$ cat config.mk
export PLATFORM = sky130hd
export DESIGN_NAME = kti_ram
export DESIGN_NICKNAME = d
export VERILOG_FILES = /design/src/hw/rtl/kti_ram.sv
export SDC_FILE = /design/constraint.sdc
export NUM_CORES = 1
export LEC_CHECK = 0
export BUFFER_PORTS_ARGS = -buffer_cell sky130_fd_sc_hd__buf_2
export CAP_MARGIN = 10
export CORE_AREA = 2 2 178 180
export CTS_CLUSTER_DIAMETER = 100
export DETAILED_ROUTE_END_ITERATION = 16
export DIE_AREA = 0 0 180 182
export GPL_ROUTABILITY_DRIVEN = 0
export PLACE_DENSITY = 0.83
export REMOVE_ABC_BUFFERS = 1
export SYNTH_ARGS = -nofsm -noshare
export SYNTH_HDL_FRONTEND = slang
export SYNTH_SLANG_ARGS = --single-unit
$ cat constraint.sdc
create_clock -name aclk -period 7.11 [get_ports aclk]
set_clock_uncertainty 0.2 [all_clocks]
set_input_delay 0 -clock aclk [delete_from_list [all_inputs] [get_ports aclk]]
set_output_delay 0 -clock aclk [all_outputs]
set_load 0.01 [all_outputs]
$ cat src/hw/rtl/kti_ram.sv
module kti_ram #(
    parameter int WIDTH = 32,
    parameter int DEPTH = 16
) (
    input  logic                     aclk,
    input  logic                     we,
    input  logic [$clog2(DEPTH)-1:0] waddr,
    input  logic [WIDTH-1:0]         wdata,
    input  logic [$clog2(DEPTH)-1:0] raddr,
    output logic [WIDTH-1:0]         rdata
);
    logic [WIDTH-1:0] mem [DEPTH];

    always_ff @(posedge aclk) begin
        if (we) begin
            mem[waddr] <= wdata;
        end
        rdata <= mem[raddr];
    end
endmodule

==> impl_results.md <==
* Root Buffer: clkbuf_16
* Max_slew headroom at 21.5%
* Drt initial violations at 1,101
* Worst EP arrival at 2400 ps
* Post-DP HPWL at 20,000 um
* CP max stage delay at 960 ps
* Clock Sinks at 544
* Min Hold Slack at 46.4 ps
* Die area at 32,800 sq um
* Rows at 65
* Crit Path Class: in2reg
* Initial Util at 64.1%
* Congestion Overflow GR at 0
* Share of cells above drive strength 1 at 30.4%
* Crit path buf inv count at 3
* CTS tree: yes
* LEAKAGE at 7.36 nW
* Cells after DPL at 1,292
* First-pass GRT wire length at 63,200 um
* Worst endpoint required time at 7090 ps
* Worst min-delay path startpoint: waddr[3]
* Routed len/inst at 30.1 um
* Via/cell ratio at 6.60
* Initial antenna violation count at 2
* Dominant cell type by area after synthesis: edfxtp_1
* Top-area cell type share of the netlist area at 77.4%
* Post-Syn Instances at 838
* Multi-input gate area at 3750 sq um
* Syn Area/Cell at 23.7 sq um
* Cell variety after synth at 18
* CTS max path bufs at 3
* Yosys reg bits at 544
* Most used cell, CP: dlygate4sd3_1
* Final wirelength at 42,800 um
* Pins Over Slew Limit at 0
* Outcome: complete, no violations
* # IOs at 74
* Setup TNS Final at 0 ps
* Register area share after synthesis at 80.7%
* Fillers at 1,676
* CP max FO at 8
* Synth top area cells: edfxtp_1 77%, mux4_2 15%, dfxtp_1 3.2%, a22oi_1 2.4%, nand2_1 0.62%
* R2R setup slack at 5500 ps
* Vias at 9,397
* Largest net degree at the start of global routing at 80
* Fin nets at 1,022
* PortBufs at 73
* GRT Util Overall at 26.8%
* Area of the core at 31,000 sq um
* Residual DRC at 0
* Period utilization at 34.0%
* Clock slew at reported path FFs at 70 ps
* Final setup fails at 0
* Worst skew pair latency at 560 ps
* Maxcap violations at 0
* Slew @ Worst Pin at 1180 ps
* Postcts setup bufs at 0
* Yosys Warn Count at 0
* VDD IR max at 234 uV
* Width of the die at 180 um
* H-tree depth at 2
* Crit path max-delay cell type: dlygate4sd3_1
* Startpoint class of the critical path: input port
* Mapped Area at 19,900 sq um
* Sequential cell area at 16,000 sq um
* Endpoints failing hold at 0
* 1st-pass router iterations at 5
* RSZ-0062 raised after global routing: no
* HP Class: in2reg
* CP top delay family: buffers and inverters
* Antenna Nets Post-Route at 0
* P&R area growth vs syn at 14.6%
* Number of global-route vias before repair at 10,000
* CP Launch Point: waddr[2]
* Worst path cell trace: dlygate4sd3_1 > buf_2 > nand3b_1 > nor3_2 > dlygate4sd3_1
* Critical path capture point type: flop
* Fmax at 0.413 GHz
* Overall Power at 6.51 mW
* Die Y at 182 um
* Fin cells at 1,423
* TritonCTS Buffers at 50
* Worst R2R Start: mem[10][26]
* Min cycle time layout at 2420 ps
* Pwr Density at 286 nW/um^2
* Resize count post-CTS at 0
* Core Util, Final at 73.4%
==> worst paths after layout <==
path	cells past startpoint	endpoint
setup / recovery	5	mem[8][20]
hold / removal	3	mem[11][26]
setup reg to reg	3	rdata[26]
hold reg to reg	3	rdata[9]
==> report_power, final <==
| part | total [mW] | switching, mW | internal [mW] | leakage, nW |
|---|---|---|---|---|
| Clock | 2.57 | 1.11 | 1.46 | 0.760 |
| Sequential | 3.61 | 0.0262 | 3.58 | 4.89 |
| Combinational | 0.328 | 0.189 | 0.139 | 1.70 |
==> through the flow <==
stage                     cell area, sq um  setup slack (ps)
after floorplan                      19600              3730
after global placement               20800              4420
after detailed placement             20800              4380
after CTS                            22800              4710
after global routing                 22800              4630
final                                22800              4690
==> Yosys cell counts <==
library cell / count
dfxtp_1: 32
buf_6: 2
nor2b_1: 2
mux4_2: 128
nand2b_1: 2
and2_1: 1
nand2_1: 33
buf_4: 11
nor2_1: 13
a22oi_1: 64
nor3_1: 4
clkbuf_1: 17
nand3_1: 1
buf_2: 4
or3b_2: 1
edfxtp_1: 512
nand3b_1: 2
buf_1: 9
==> timing repair <==
item,4_1_cts,5_1_grt
hold buffers,38,0
endpoints found under the setup margin,0,0
hold endpoints to repair,536,0
==> cells in the final DEF, fill, tap and decap left out, types with 15 or more instances in the layout <==
| cell | instances |
|---|---|
| clkbuf_16 | 51 |
| dlygate4sd3_1 | 38 |
| edfxtp_1 | 512 |
| dfxtp_1 | 32 |
| buf_2 | 71 |
| buf_4 | 23 |
| a22oi_1 | 64 |
| nand2_1 | 33 |
| clkinv_1 | 15 |
| mux4_2 | 128 |
==> area by class of cell <==
type,count,area share (%)
Clock buffer,62,5.83
Timing Repair Buffer,133,4.05
Multi-Input combinational cell,251,16.5
Antenna cell,2,0.0220
Tap cell,402,2.21
Clock inverter,29,1.03
Sequential cell,544,70.4
==> flip-flops by register name (all words and copies together) (netlist names) <==
signal  count
rdata      32
mem       512
==> layer usage <==
metal | global-route usage [%] | vias up | routed length, um
li1 | - | 3851 | -
met4 | 9.17 | 0 | 1240
met3 | 4.53 | 97 | 3410
met5 | 0 | - | 0
met2 | 45.4 | 506 | 22200
met1 | 36.3 | 4943 | 16000
==> worst min-delay path: cells and delay by family <==
family	cells	cell delay (ps)
buffers and inverters	1	120
AND/OR/NAND/NOR	2	480
==> cells by family after synthesis <==
logic type	Yosys count	synth area share [%]
AO/OA/AOI/OAI	64	2.42
flip-flops	544	80.7
AND/OR/NAND/NOR	59	1.27
buffers and inverters	43	1.12
multiplexers	128	14.5
No activity file was read; power rests on OpenSTA's default activity.
